$ cat src/hw/rtl/lps_pkg.sv
package lps_pkg;

  localparam int unsigned PosW  = 7;
  localparam int unsigned SelW  = 3;
  localparam int unsigned TickW = 6;
  localparam int unsigned ByteW = 8;
  localparam int unsigned StepW = 4;
  localparam int unsigned CfgIdxW  = 2;
  localparam int unsigned CfgDataW = 6;

  localparam logic [StepW-1:0] DelayStepRst = 4'd6;
  localparam logic [StepW-1:0] DelayMinRst  = 4'd3;
  localparam logic [TickW-1:0] DelayWrapRst = 6'd39;

  localparam logic [CfgIdxW-1:0] CfgDelayStep = 2'd0;
  localparam logic [CfgIdxW-1:0] CfgDelayMin  = 2'd1;
  localparam logic [CfgIdxW-1:0] CfgDelayWrap = 2'd2;

  localparam logic OpTick  = 1'b0;
  localparam logic OpWrite = 1'b1;

  typedef struct packed {
    logic [SelW-1:0]  pattern_sel;
    logic             reverse_on;
    logic [TickW-1:0] frame_ticks;
  } lps_meta_t;

  typedef struct packed {
    logic            issue;
    logic [PosW-1:0] position;
    lps_meta_t       meta;
  } lps_frame_req_t;

  function automatic logic [PosW-1:0] pat_start(input logic [SelW-1:0] sel);
    logic [PosW-1:0] s;
    unique case (sel)
      3'd0:    s = 7'd0;
      3'd1:    s = 7'd32;
      3'd2:    s = 7'd48;
      3'd3:    s = 7'd56;
      3'd4:    s = 7'd88;
      default: s = 7'd0;
    endcase
    return s;
  endfunction

  function automatic logic [PosW-1:0] pat_size(input logic [SelW-1:0] sel);
    logic [PosW-1:0] n;
    unique case (sel)
      3'd0:    n = 7'd32;
      3'd1:    n = 7'd16;
      3'd2:    n = 7'd8;
      3'd3:    n = 7'd32;
      3'd4:    n = 7'd32;
      default: n = 7'd32;
    endcase
    return n;
  endfunction

endpackage

$ cat src/hw/rtl/lps_if.sv
interface lps_in_if;
  logic                      valid;
  logic                      ready;
  logic                      operation;
  logic                      delay_button;
  logic                      pattern_button;
  logic [lps_pkg::PosW-1:0]  table_address;
  logic [lps_pkg::ByteW-1:0] table_data;

  modport source (
    output valid, operation, delay_button, pattern_button, table_address, table_data,
    input  ready
  );
  modport sink (
    input  valid, operation, delay_button, pattern_button, table_address, table_data,
    output ready
  );
endinterface

interface lps_out_if;
  logic                      valid;
  logic                      ready;
  logic [15:0]               led_word;
  logic [lps_pkg::SelW-1:0]  pattern_number;
  logic                      reverse_on;
  logic [lps_pkg::TickW-1:0] frame_ticks;

  modport source (
    output valid, led_word, pattern_number, reverse_on, frame_ticks,
    input  ready
  );
  modport sink (
    input  valid, led_word, pattern_number, reverse_on, frame_ticks,
    output ready
  );
endinterface

$ cat src/hw/rtl/lps_ram.sv
module lps_ram #(
  parameter int unsigned Width = 8,
  parameter int unsigned Depth = 128
) (
  input  logic                     clk_i,
  input  logic                     we_i,
  input  logic [$clog2(Depth)-1:0] waddr_i,
  input  logic [Width-1:0]         wdata_i,
  input  logic                     re_i,
  input  logic [$clog2(Depth)-1:0] raddr_i,
  output logic [Width-1:0]         rdata_o
);

  logic [Width-1:0] mem_q [Depth];
  logic [Width-1:0] rdata_q;

  always_ff @(posedge clk_i) begin
    if (we_i) begin
      mem_q[waddr_i] <= wdata_i;
    end
    if (re_i) begin
      rdata_q <= mem_q[raddr_i];
    end
  end

  assign rdata_o = rdata_q;

endmodule

$ cat src/hw/rtl/lps_ctrl.sv
module lps_ctrl #(
  parameter int unsigned PATTERN_COUNT = 5
) (
  input  logic                            clk_i,
  input  logic                            rst_ni,
  input  logic                            tick_i,
  input  logic                            delay_button_i,
  input  logic                            pattern_button_i,
  input  logic                            cfg_we_i,
  input  logic [lps_pkg::CfgIdxW-1:0]     cfg_index_i,
  input  logic [lps_pkg::CfgDataW-1:0]    cfg_data_i,
  output lps_pkg::lps_frame_req_t         req_o
);

  import lps_pkg::*;

  localparam logic [SelW:0] PatCount = (SelW+1)'(PATTERN_COUNT);

  logic [StepW-1:0] delay_step_q, delay_min_q;
  logic [TickW-1:0] delay_wrap_q;

  logic [SelW-1:0]  sel_q, sel_d;
  logic             rev_q, rev_d;
  logic             back_q, back_d;
  logic [PosW-1:0]  pos_q, pos_d;
  logic [TickW-1:0] tick_left_q, tick_left_d;
  logic [TickW-1:0] delay_q, delay_d;
  logic             dheld_q, pheld_q;
  logic             restart_q, restart_d;

  logic [TickW:0]   d_sum;
  logic [SelW:0]    sel_inc;
  logic             boundary;
  logic [PosW-1:0]  start, size;
  logic [PosW:0]    pend, pos2;
  logic [PosW-1:0]  adv_pos;
  logic             adv_back;

  always_ff @(posedge clk_i or negedge rst_ni) begin
    if (!rst_ni) begin
      delay_step_q <= DelayStepRst;
      delay_min_q  <= DelayMinRst;
      delay_wrap_q <= DelayWrapRst;
    end else if (cfg_we_i) begin
      unique case (cfg_index_i)
        CfgDelayStep: delay_step_q <= cfg_data_i[StepW-1:0];
        CfgDelayMin:  delay_min_q  <= cfg_data_i[StepW-1:0];
        CfgDelayWrap: delay_wrap_q <= cfg_data_i;
        default: ;
      endcase
    end
  end

  always_comb begin
    d_sum   = {1'b0, delay_q} + {3'b000, delay_step_q};
    delay_d = delay_q;
    if (delay_button_i && !dheld_q) begin
      delay_d = (d_sum >= {1'b0, delay_wrap_q}) ? {2'b00, delay_min_q} : d_sum[TickW-1:0];
    end

    sel_inc   = {1'b0, sel_q} + 4'd1;
    sel_d     = sel_q;
    rev_d     = rev_q;
    restart_d = restart_q;
    if (pattern_button_i && !pheld_q) begin
      restart_d = 1'b1;
      if (!rev_q) begin
        rev_d = 1'b1;
      end else begin
        rev_d = 1'b0;
        sel_d = (sel_inc >= PatCount) ? '0 : sel_inc[SelW-1:0];
      end
    end

    start = pat_start(sel_d);
    size  = pat_size(sel_d);
    pend  = {1'b0, start} + {1'b0, size};
    pos2  = {1'b0, pos_q} + 8'd2;

    adv_back = back_q;
    adv_pos  = start;
    if (!back_q) begin
      if (pos2 < pend) begin
        adv_pos = pos2[PosW-1:0];
      end else if (rev_d && size >= 7'd6) begin
        adv_back = 1'b1;
        adv_pos  = 7'(pend - 8'd4);
      end
    end else begin
      if ({1'b0, pos_q} >= {1'b0, start} + 8'd4) begin
        adv_pos = pos_q - 7'd2;
      end else begin
        adv_back = 1'b0;
      end
    end

    boundary    = (tick_left_q == '0) || (tick_left_q == 6'd1);
    tick_left_d = (tick_left_q == '0) ? '0 : tick_left_q - 6'd1;
    back_d      = back_q;
    pos_d       = pos_q;
    if (boundary) begin
      tick_left_d = delay_d;
      if (restart_d) begin
        restart_d = 1'b0;
        back_d    = 1'b0;
        pos_d     = start;
      end else begin
        back_d = adv_back;
        pos_d  = adv_pos;
      end
    end
  end

  always_ff @(posedge clk_i or negedge rst_ni) begin
    if (!rst_ni) begin
      sel_q       <= '0;
      rev_q       <= 1'b0;
      back_q      <= 1'b0;
      pos_q       <= '0;
      tick_left_q <= '0;
      delay_q     <= {2'b00, DelayMinRst};
      dheld_q     <= 1'b0;
      pheld_q     <= 1'b0;
      restart_q   <= 1'b1;
    end else if (tick_i) begin
      sel_q       <= sel_d;
      rev_q       <= rev_d;
      back_q      <= back_d;
      pos_q       <= pos_d;
      tick_left_q <= tick_left_d;
      delay_q     <= delay_d;
      dheld_q     <= delay_button_i;
      pheld_q     <= pattern_button_i;
      restart_q   <= restart_d;
    end
  end

  assign req_o.issue            = tick_i && boundary;
  assign req_o.position         = pos_d;
  assign req_o.meta.pattern_sel = sel_d;
  assign req_o.meta.reverse_on  = rev_d;
  assign req_o.meta.frame_ticks = delay_d;

endmodule

$ cat src/hw/rtl/led_pattern_sequencer.sv
// A tick that starts a frame reads the pattern store, one RAM copy per byte of the frame; the
// read data is registered in the store, then in the output register, where it waits on a stall.
// Throughput: one item per cycle, ticks and store writes alike, except while a stalled result backs up the read.
// Reset clears all control and playback state and loads the register defaults at once;
// the pattern store is not cleared and holds garbage until written.
module led_pattern_sequencer #(
  parameter int unsigned STORE_DEPTH   = 128,
  parameter int unsigned PATTERN_COUNT = 5
) (
  input  logic                         clk_i,
  input  logic                         rst_ni,
  lps_in_if.sink                       in_if,
  lps_out_if.source                    out_if,
  input  logic                         cfg_we_i,
  input  logic [lps_pkg::CfgIdxW-1:0]  cfg_index_i,
  input  logic [lps_pkg::CfgDataW-1:0] cfg_data_i
);

  import lps_pkg::*;

  localparam int unsigned AddrW = $clog2(STORE_DEPTH);

  function automatic logic [AddrW-1:0] wrap_addr(input logic [PosW:0] a);
    logic [PosW+1:0] v;
    v = {1'b0, a};
    for (int i = 0; i < 8; i++) begin
      if (v >= (PosW+2)'(STORE_DEPTH)) begin
        v = v - (PosW+2)'(STORE_DEPTH);
      end
    end
    return v[AddrW-1:0];
  endfunction

  lps_frame_req_t   req;
  logic             in_ready, in_accept, tick, wr;
  logic             s1_valid_q, s1_move;
  lps_meta_t        s1_meta_q;
  logic             out_valid_q;
  logic [15:0]      out_word_q;
  lps_meta_t        out_meta_q;
  logic [ByteW-1:0] rd_hi, rd_lo;
  logic [AddrW-1:0] waddr, raddr_hi, raddr_lo;

  assign s1_move   = s1_valid_q && (!out_valid_q || out_if.ready);
  assign in_ready  = !s1_valid_q || s1_move;
  assign in_accept = in_if.valid && in_ready;
  assign tick      = in_accept && (in_if.operation == OpTick);
  assign wr        = in_accept && (in_if.operation == OpWrite);

  lps_ctrl #(
    .PATTERN_COUNT(PATTERN_COUNT)
  ) u_ctrl (
    .clk_i,
    .rst_ni,
    .tick_i           (tick),
    .delay_button_i   (in_if.delay_button),
    .pattern_button_i (in_if.pattern_button),
    .cfg_we_i,
    .cfg_index_i,
    .cfg_data_i,
    .req_o            (req)
  );

  assign waddr    = wrap_addr({1'b0, in_if.table_address});
  assign raddr_hi = wrap_addr({1'b0, req.position});
  assign raddr_lo = wrap_addr({1'b0, req.position} + 8'd1);

  lps_ram #(.Width(ByteW), .Depth(STORE_DEPTH)) u_ram_hi (
    .clk_i,
    .we_i    (wr),
    .waddr_i (waddr),
    .wdata_i (in_if.table_data),
    .re_i    (req.issue),
    .raddr_i (raddr_hi),
    .rdata_o (rd_hi)
  );

  lps_ram #(.Width(ByteW), .Depth(STORE_DEPTH)) u_ram_lo (
    .clk_i,
    .we_i    (wr),
    .waddr_i (waddr),
    .wdata_i (in_if.table_data),
    .re_i    (req.issue),
    .raddr_i (raddr_lo),
    .rdata_o (rd_lo)
  );

  always_ff @(posedge clk_i or negedge rst_ni) begin
    if (!rst_ni) begin
      s1_valid_q  <= 1'b0;
      out_valid_q <= 1'b0;
    end else begin
      if (req.issue) begin
        s1_valid_q <= 1'b1;
      end else if (s1_move) begin
        s1_valid_q <= 1'b0;
      end
      if (s1_move) begin
        out_valid_q <= 1'b1;
      end else if (out_if.ready) begin
        out_valid_q <= 1'b0;
      end
    end
  end

  always_ff @(posedge clk_i) begin
    if (req.issue) begin
      s1_meta_q <= req.meta;
    end
    if (s1_move) begin
      out_word_q <= {rd_hi, rd_lo};
      out_meta_q <= s1_meta_q;
    end
  end

  assign in_if.ready           = in_ready;
  assign out_if.valid          = out_valid_q;
  assign out_if.led_word       = out_word_q;
  assign out_if.pattern_number = out_meta_q.pattern_sel;
  assign out_if.reverse_on     = out_meta_q.reverse_on;
  assign out_if.frame_ticks    = out_meta_q.frame_ticks;

endmodule

$ cat src/flat_wrapper.sv
// flat-port wrapper written by rule: the top's interface ports become plain ports
module led_pattern_sequencer_flat import lps_pkg::*;
#(
  parameter int unsigned STORE_DEPTH   = 128,
  parameter int unsigned PATTERN_COUNT = 5
)
  (clk_i, rst_ni, cfg_we_i, cfg_index_i, cfg_data_i, in_if_valid, in_if_operation, in_if_delay_button, in_if_pattern_button, in_if_table_address, in_if_table_data, in_if_ready, out_if_valid, out_if_led_word, out_if_pattern_number, out_if_reverse_on, out_if_frame_ticks, out_if_ready);
  lps_in_if in_if_i ();
  lps_out_if out_if_i ();
  input  logic clk_i;
  input  logic rst_ni;
  input  logic cfg_we_i;
  input  logic [lps_pkg::CfgIdxW-1:0] cfg_index_i;
  input  logic [lps_pkg::CfgDataW-1:0] cfg_data_i;
  input wire logic [$bits(in_if_i.valid)-1:0] in_if_valid;
  input wire logic [$bits(in_if_i.operation)-1:0] in_if_operation;
  input wire logic [$bits(in_if_i.delay_button)-1:0] in_if_delay_button;
  input wire logic [$bits(in_if_i.pattern_button)-1:0] in_if_pattern_button;
  input wire logic [$bits(in_if_i.table_address)-1:0] in_if_table_address;
  input wire logic [$bits(in_if_i.table_data)-1:0] in_if_table_data;
  output wire logic [$bits(in_if_i.ready)-1:0] in_if_ready;
  output wire logic [$bits(out_if_i.valid)-1:0] out_if_valid;
  output wire logic [$bits(out_if_i.led_word)-1:0] out_if_led_word;
  output wire logic [$bits(out_if_i.pattern_number)-1:0] out_if_pattern_number;
  output wire logic [$bits(out_if_i.reverse_on)-1:0] out_if_reverse_on;
  output wire logic [$bits(out_if_i.frame_ticks)-1:0] out_if_frame_ticks;
  input wire logic [$bits(out_if_i.ready)-1:0] out_if_ready;
  assign in_if_i.valid = in_if_valid;
  assign in_if_i.operation = in_if_operation;
  assign in_if_i.delay_button = in_if_delay_button;
  assign in_if_i.pattern_button = in_if_pattern_button;
  assign in_if_i.table_address = in_if_table_address;
  assign in_if_i.table_data = in_if_table_data;
  assign in_if_ready = in_if_i.ready;
  assign out_if_valid = out_if_i.valid;
  assign out_if_led_word = out_if_i.led_word;
  assign out_if_pattern_number = out_if_i.pattern_number;
  assign out_if_reverse_on = out_if_i.reverse_on;
  assign out_if_frame_ticks = out_if_i.frame_ticks;
  assign out_if_i.ready = out_if_ready;
  led_pattern_sequencer #(.STORE_DEPTH(STORE_DEPTH), .PATTERN_COUNT(PATTERN_COUNT)) u_core (.clk_i(clk_i), .rst_ni(rst_ni), .in_if(in_if_i), .out_if(out_if_i), .cfg_we_i(cfg_we_i), .cfg_index_i(cfg_index_i), .cfg_data_i(cfg_data_i));
endmodule
$ cat config.mk
export PLATFORM = sky130hd
export DESIGN_NAME = led_pattern_sequencer_flat
export DESIGN_NICKNAME = d
export VERILOG_FILES = /design/src/hw/rtl/lps_pkg.sv /design/src/hw/rtl/lps_if.sv /design/src/hw/rtl/lps_ram.sv /design/src/hw/rtl/lps_ctrl.sv /design/src/hw/rtl/led_pattern_sequencer.sv /design/src/flat_wrapper.sv
export SDC_FILE = /design/constraint.sdc
export NUM_CORES = 2
export LEC_CHECK = 0
export BUFFER_PORTS_ARGS = -buffer_cell sky130_fd_sc_hd__buf_4
export CAP_MARGIN = 0
export CORE_AREA = 2 2 312 283
export CTS_CLUSTER_DIAMETER = 150
export DETAILED_ROUTE_END_ITERATION = 8
export DIE_AREA = 0 0 314 285
export HOLD_SLACK_MARGIN = 0.15
export MAX_ROUTING_LAYER = met4
export PLACE_DENSITY = 0.84
export REMOVE_ABC_BUFFERS = 1
export SYNTH_ARGS = -nofsm -noshare
export SYNTH_HDL_FRONTEND = slang
export SYNTH_SLANG_ARGS = --single-unit
$ cat constraint.sdc
create_clock -name clk_i -period 8 [get_ports clk_i]
set_input_delay 0.8 -clock clk_i [delete_from_list [all_inputs] [get_ports clk_i]]
set_output_delay 0.8 -clock clk_i [all_outputs]
set_load 0.02 [all_outputs]
---- Word level (Yosys, flattened, before mapping) ----
Memories as Yosys holds them, arrays and structs flattened. A register that Yosys moved wholly into a read port is not among the register bits.
Index checks and enable logic that the tools add are counted.
Widths: inputs -> output; s select.
operators by class
  add/sub/neg operators ................... 17
  order comparisons ....................... 13
  equal/unequal tests ..................... 7
  muxes and demuxes ....................... 38
  bitwise gates (word level) .............. 1
  reduce and logical (&&, ||, !) cells .... 23
operator list
  kind                 count
  $ge 9x8->1 const B   7
  $mux 9               7
  $sub 9x8->9 const B  6
  $mux 7               7
  $pmux 7 s4           1
  $mux 6               4
  $mux 1               15
  $pmux 6 s2           1
  $mux 3               3
  $sub 8x8->9 const B  1
  $add 7x1->8 const B  1
  $add 7x2->8 const B  1
  $add 7x3->8 const B  1
  $add 7x6->8          1
  $ge 7x8->1           1
  $ge 8x8->1 const B   1
  $logic_and 1x1->1    8
  $lt 8x8->1           1
  $reduce_and 2->1     4
  $add 6x4->7          1
  $ge 7x3->1 const B   1
  $ge 7x6->1           1
  $sub 7x1->7 const B  1
  $sub 7x2->7 const B  1
  16 further kinds     23
word-level totals
  flip-flop bits (word level) ............. 79
  bits in writable memories ............... 2048
  input port bits ......................... 31
  output and inout bits ................... 28
  logic and storage cells ................. 122
  memories kept ........................... 2
memories
  name                   depth  width  rd ports  clocked after memory_dff  write ports  line           text
  u_core.u_ram_hi.mem_q  128    8      1         1                         1            lps_ram.sv:14  logic [Width-1:0] mem_q [Depth];
  u_core.u_ram_lo.mem_q  128    8      1         1                         1            lps_ram.sv:14

---- Longest topological paths before layout ----
  word-level depth ........................ 31
  gate-level depth with buffers ........... 32
  depth with buffers taken out ............ 25

---- Cells and area by module ----
A second synthesis with hierarchy kept.
second synthesis, totals
  cell total of the unflattened synthesis .. 3703
  area total of the unflattened synthesis .. 84114.4 um2
by module, submodules not included
  module                 instances  cells each  area an instance (um2)  sequential area each (um2)
  lps_ram                2          1635        39745.6                 30989.7
  lps_ctrl               1          375         3348.2                  1039.7
  led_pattern_sequencer  1          58          1275.0                  1131.1

---- Worst setup path after synthesis ----
No wires, ideal clock.
  kind .................................... register to register
  start ................................... register u_core.u_ctrl.sel_q[1]
  end ..................................... register u_core.u_ram_lo.rdata_q[6], in the netlist u_core.u_ram_lo.rdata_o[6] (read register of u_core.u_ram_lo.mem_q), data pin
  setup time .............................. 0.271 ns
  arrival ................................. 6.950 ns
  required time ........................... 7.729 ns
  slack ................................... 0.778 ns
  stages on the path, launching flop included .. 30
  path buffers ............................ 9
  period minus slack after synthesis ...... 7.222 ns
  cell sequence ........................... dfrtp_1 clkbuf_1 inv_1 ha_1 a21o_1 nor4_1 o32ai_4 ha_1 fa_1 xor2_1 inv_1 ha_1 a21oi_1 o21a_1 nand3_1 a31o_1 buf_2 buf_2 inv_1 buf_1 buf_2 clkbuf_1 ha_1 clkbuf_1 clkbuf_1 clkbuf_1 mux4_2 a221o_1 a222oi_1 a22oi_1
RTL lines
  item                    line             text
  from (decl)             lps_ctrl.sv:22   logic [SelW-1:0] sel_q, sel_d;
  from (signal assigned)  lps_ctrl.sv:126  sel_q <= sel_d;
  to (decl)               lps_ram.sv:15    logic [Width-1:0] rdata_q;

---- Final worst setup path ----
  start ................................... register u_core.u_ctrl.sel_q[0]
  end ..................................... register u_core.u_ram_hi.rdata_q[0], in the netlist u_core.u_ram_hi.rdata_o[0] (read register of u_core.u_ram_hi.mem_q), data pin
between the ends
  word-level cells in the longest chain between the ends .. 14
  elaborated cells between the ends (all ways) .. 24
  those cells by class .................... add/sub: 4; order compare: 4; eq/ne: 4; mux: 11; reduce/logical: 1
ends and longest elaborated chain
  item                                              line                            text
  $add 3x1->4                                       lps_ctrl.sv:61                  sel_inc = {1'b0, sel_q} + 4'd1;
  $ge 4x3->1                                        lps_ctrl.sv:71                  sel_d = (sel_inc >= PatCount) ? '0 : sel_inc[SelW-1:0];
  $mux 3                                            lps_ctrl.sv:71
  $mux 3                                            lps_ctrl.sv:67                  if (!rev_q) begin
  $mux 3 *                                          lps_ctrl.sv:65                  if (pattern_button_i && !pheld_q) begin
  $eq 3x3->1, or another cell as far along          lps_pkg.sv:36                   unique case (sel)
  $pmux 7 s4 or $pmux 6 s2 (tied branches)          lps_pkg.sv:36, lps_pkg.sv:49
  $add 7x6->8 or $ge 7x3->1 (tied branches)         lps_ctrl.sv:77, lps_ctrl.sv:85
  $sub 7x3->7 or $logic_and 1x1->1 (tied branches)  lps_ctrl.sv:87, lps_ctrl.sv:85
  $mux 7                                            lps_ctrl.sv:85                  end else if (rev_d && size >= 7'd6) begin
  $mux 7                                            lps_ctrl.sv:83                  if (pos2 < pend) begin
  $mux 7                                            lps_ctrl.sv:82                  if (!back_q) begin
  $mux 7 *                                          lps_ctrl.sv:103                 if (restart_d) begin
  $mux 7 *                                          lps_ctrl.sv:101                 if (boundary) begin
  to (decl)                                         lps_ram.sv:15
Mark *: on every way between the ends. The rest lies on a longest branch, timed or not.
A chain may end at the register's enable or synchronous reset.

==> impl_metrics.ini <==
[outcome]
status = finished, final reports clean

[yosys]
avgSynthCellArea_sq_um = 13.1
synth_top_family_by_area = multiplexers
netlist_area_sq_um = 54700
synth-seq-area-share_pct = 61.1
synth-main-ff-cell = edfxtp_1
synth-async-reset-ratio_pct = 3.84
synth_cells = 4184
synthAdderAreaFrac_pct = 0.737
synth_commonest_cells = 1,076 x edfxtp_1, 928 x nand2_1, 485 x nand3_1
yosys.area.top_type = edfxtp_1
synth_seq_cells = 1119
synth.top_cell.area_share_pct = 59.1
ys_types = 91
yosysWarnings = 0
synth_compound_area_share_pct = 5.75
post-synth-top-count-cell = edfxtp_1
synthTopCellsByArea = edfxtp_1 59%, mux4_2 11%, nand2_1 6.4%, nand3_1 4.4%, mux2i_1 4.3%
synth_xor_area_share_pct = 0.412
synthSimpleGateAreaFrac_pct = 13.5
synth.area.mux_share_pct = 15.7
synth_edf_count = 1076

[clock_network]
clk_latency_ps = 710
numCtsBuffers = 111
cts_sinks = 1119
clk_pin_slew_ps = 70
cts_tree = yes
root_buffer = clkbuf_16
post_cts_buffers = 0
cts_buffer_depth = 3
cts_max_level = 3

[final_layout]
fin_cells = 5390
fin_nets = 4199
syn_to_final_growth_pct = 8.98
drive_gt1_share_pct = 15.2

[drt]
vias = 39505
drtAntennaViolNets = 0
route.detailed.drc = 0
wl_per_cell_um = 31.0
drt_iter0_markers = 8945
dr.pass1.iters = 9
viasPerCell = 7.33
wl_mm = 167

[place]
placedCellCount = 5178
dp_slack_ps = 220
dpl.hpwl_mm = 107
io_buffer_count = 58
gp_congestion = 1.07

[die]
rows = 103
die-area_sq_um = 89500
die_h_um = 285
core_sq_um = 86700
die_width_um = 314
pin_count = 59
initial_core_util_pct = 63.1

[power]
power.share.sequential_pct = 34.2
p_leak_uw = 0.0199
p_sw_uw = 7620
internal_power_uw = 11900
power_density_nw_per_um2 = 328
clkPwrFrac_pct = 26.3
p_sw_share_pct = 38.9
ir_drop_mv = 0.304
comb_power_share_pct = 39.5

[timing]
relSlewSlack_pct = 6.33
period_needed_ps = 7910
finalHoldViolCount = 0
setup_viol = 0
tightest_slew_ps = 1390
drv_slew = 0
finClkSkew_ps = 41.7
setup_slack_ps = 88.8
fin_crit_sh_pct = 98.9
rsz0062_at_grt = false
fmax_mhz = 126

[setup_path]
worstSetupEndpointType = flip-flop
required_ps = 8410
crit_arrival_ps = 8320
r2r_cells = 20
worst-path-max-fanout = 65
cp-start-kind = flip-flop
path_class = flip-flop to flip-flop

[global_routing]
grt_pass1_vias = 37160
grt_pass1_wl_mm = 244
antenna_found_initial = 14
grt_start_max_net_pins = 205
track_usage_pct = 38.4
overflow = 0

[flow_run]
drv_cap = 0

[worst_hold_path]
min_path_cells = 3
hold_path.class = input port to flip-flop
==> worst max-delay path, stage by stage (launching register included) <==
cell and delay, ps:
dfrtp_1 530, ha_1 370, nor2b_1 200, a21o_1 250, nor4_1 470, o32ai_4 200
ha_1 250, fa_1 440, xor2_1 260, inv_1 90, ha_1 200, a21oi_1 190
o21a_1 350, a211oi_4 140, a2bb2oi_2 210, o31ai_4 590, buf_4 860, mux2_2 430
a22o_1 260, nor4_1 1150, nor4_1 130
==> worst paths after layout <==
kind / to / from / slack [ps]
max: u_core.u_ram_hi.rdata_o[0] / u_core.u_ctrl.sel_q[0] / 90
min: u_core.u_ctrl.dheld_q / in_if_delay_button / 320
max reg2reg: u_core.u_ram_hi.rdata_o[0] / u_core.u_ctrl.sel_q[0] / 90
min reg2reg: u_core.out_if.frame_ticks[0] / u_core.s1_meta_q[0] / 420
max in group asynchronous: u_core.u_ctrl.delay_wrap_q[4] / rst_ni / 6910
min in group asynchronous: u_core.u_ctrl.sel_q[0] / rst_ni / 670
==> power by group through the flow <==
stage	clock network [uW]	logic [uW]	registers, uW
after global placement	0	7190	6800
after global routing	5340	7930	6700
after detailed placement	0	7270	6810
after floorplan	0	5250	6780
final	5140	7730	6690
after CTS	5110	7330	6690
==> flip-flops by register name (all words and copies together) (netlist names) <==
| register | count |
|---|---|
| u_core.out_if.valid | 1 |
| u_core.u_ctrl.tick_left_q | 6 |
| u_core.u_ctrl.delay_min_q | 4 |
| u_core.u_ctrl.sel_q | 3 |
| u_core.s1_meta_q | 10 |
| u_core.out_if.led_word | 16 |
| u_core.u_ctrl.delay_wrap_q | 6 |
| u_core.out_if.frame_ticks | 6 |
| u_core.u_ctrl.dheld_q | 1 |
| u_core.u_ram_hi.mem_q | 360 |
| u_core.u_ram_hi.rdata_o | 8 |
| u_core.out_if.reverse_on | 1 |
| u_core.u_ctrl.back_q | 1 |
| u_core.u_ctrl.restart_q | 1 |
| u_core.u_ram_lo.rdata_o | 8 |
| u_core.u_ctrl.rev_q | 1 |
| u_core.u_ctrl.delay_step_q | 4 |
| u_core.out_if.pattern_number | 3 |
| u_core.s1_valid_q | 1 |
| u_core.u_ram_lo.mem_q | 664 |
| u_core.u_ctrl.delay_q | 6 |
| u_core.u_ctrl.pheld_q | 1 |
| u_core.u_ctrl.pos_q | 7 |
==> what timing repair did <==
item / CTS / global route
endpoints found under the setup margin: 0 / 2
hold endpoints to repair: 32 / 0
gates resized for setup: 0 / 2
hold buffers: 1 / 0
==> area by class of cell <==
type | instances | area (sq um)
multi-input cells | 2738 | 19800
inverters | 29 | 116
fillers | 5668 | 27100
diodes | 13 | 32.5
clock inverters | 65 | 591
flip-flops and latches | 1119 | 33400
repair buffers | 138 | 1260
clock buffers | 133 | 2900
well taps | 1155 | 1450
==> layer usage <==
metal  GRT usage [%]  up-vias  wire length, um
met5               -        -                0
met2            54.1     3985            73000
met4            17.6        0            10000
met3            11.2      673            27900
li1                -    15866                -
met1            52.0    18981            56400
==> placed cells by master (no fill, tap or decap), types with 12 or more instances in the layout <==
master and instances:
nor2_1 173, o21ai_0 22, nand3_1 485, ha_1 28
clkbuf_1 20, clkbuf_16 113, a22oi_1 14, a31oi_1 24
clkinv_2 20, dfrtp_1 32, o22ai_1 21, inv_1 25
nor3_1 17, buf_12 18, a221o_1 59, mux2_2 35
clkinv_1 27, nor4_1 27, buf_4 119, o21a_1 13
diode_2 13, nand2_1 928, mux4_2 256, a21o_1 16
edfxtp_1 1076, a21oi_1 196, mux2i_1 233, xnor2_1 12
==> stage by stage <==
stage | utilization, % | power (uW) | hold WS [ps] | instance area, sq um | setup TNS [ps]
after global placement | 64.6 | 14000 | 404 | 56000 | 0
after global routing | 68.7 | 20000 | 332 | 59600 | 0
final | 68.7 | 19600 | 322 | 59600 | 0
after floorplan | - | 12000 | 400 | 53200 | -283090
after CTS | 68.7 | 19100 | 301 | 59500 | 0
after detailed placement | 64.6 | 14100 | 406 | 56000 | 0
==> kinds of logic after synthesis <==
family	count (synthesis)
xor gates and xnor gates	21
AOI/OAI and AO/OA	453
DFF	1119
adders and majority gates	31
muxes	529
buffers and inverters	327
and+or+nand+nor	1704
No activity file was read; power rests on OpenSTA's default activity.
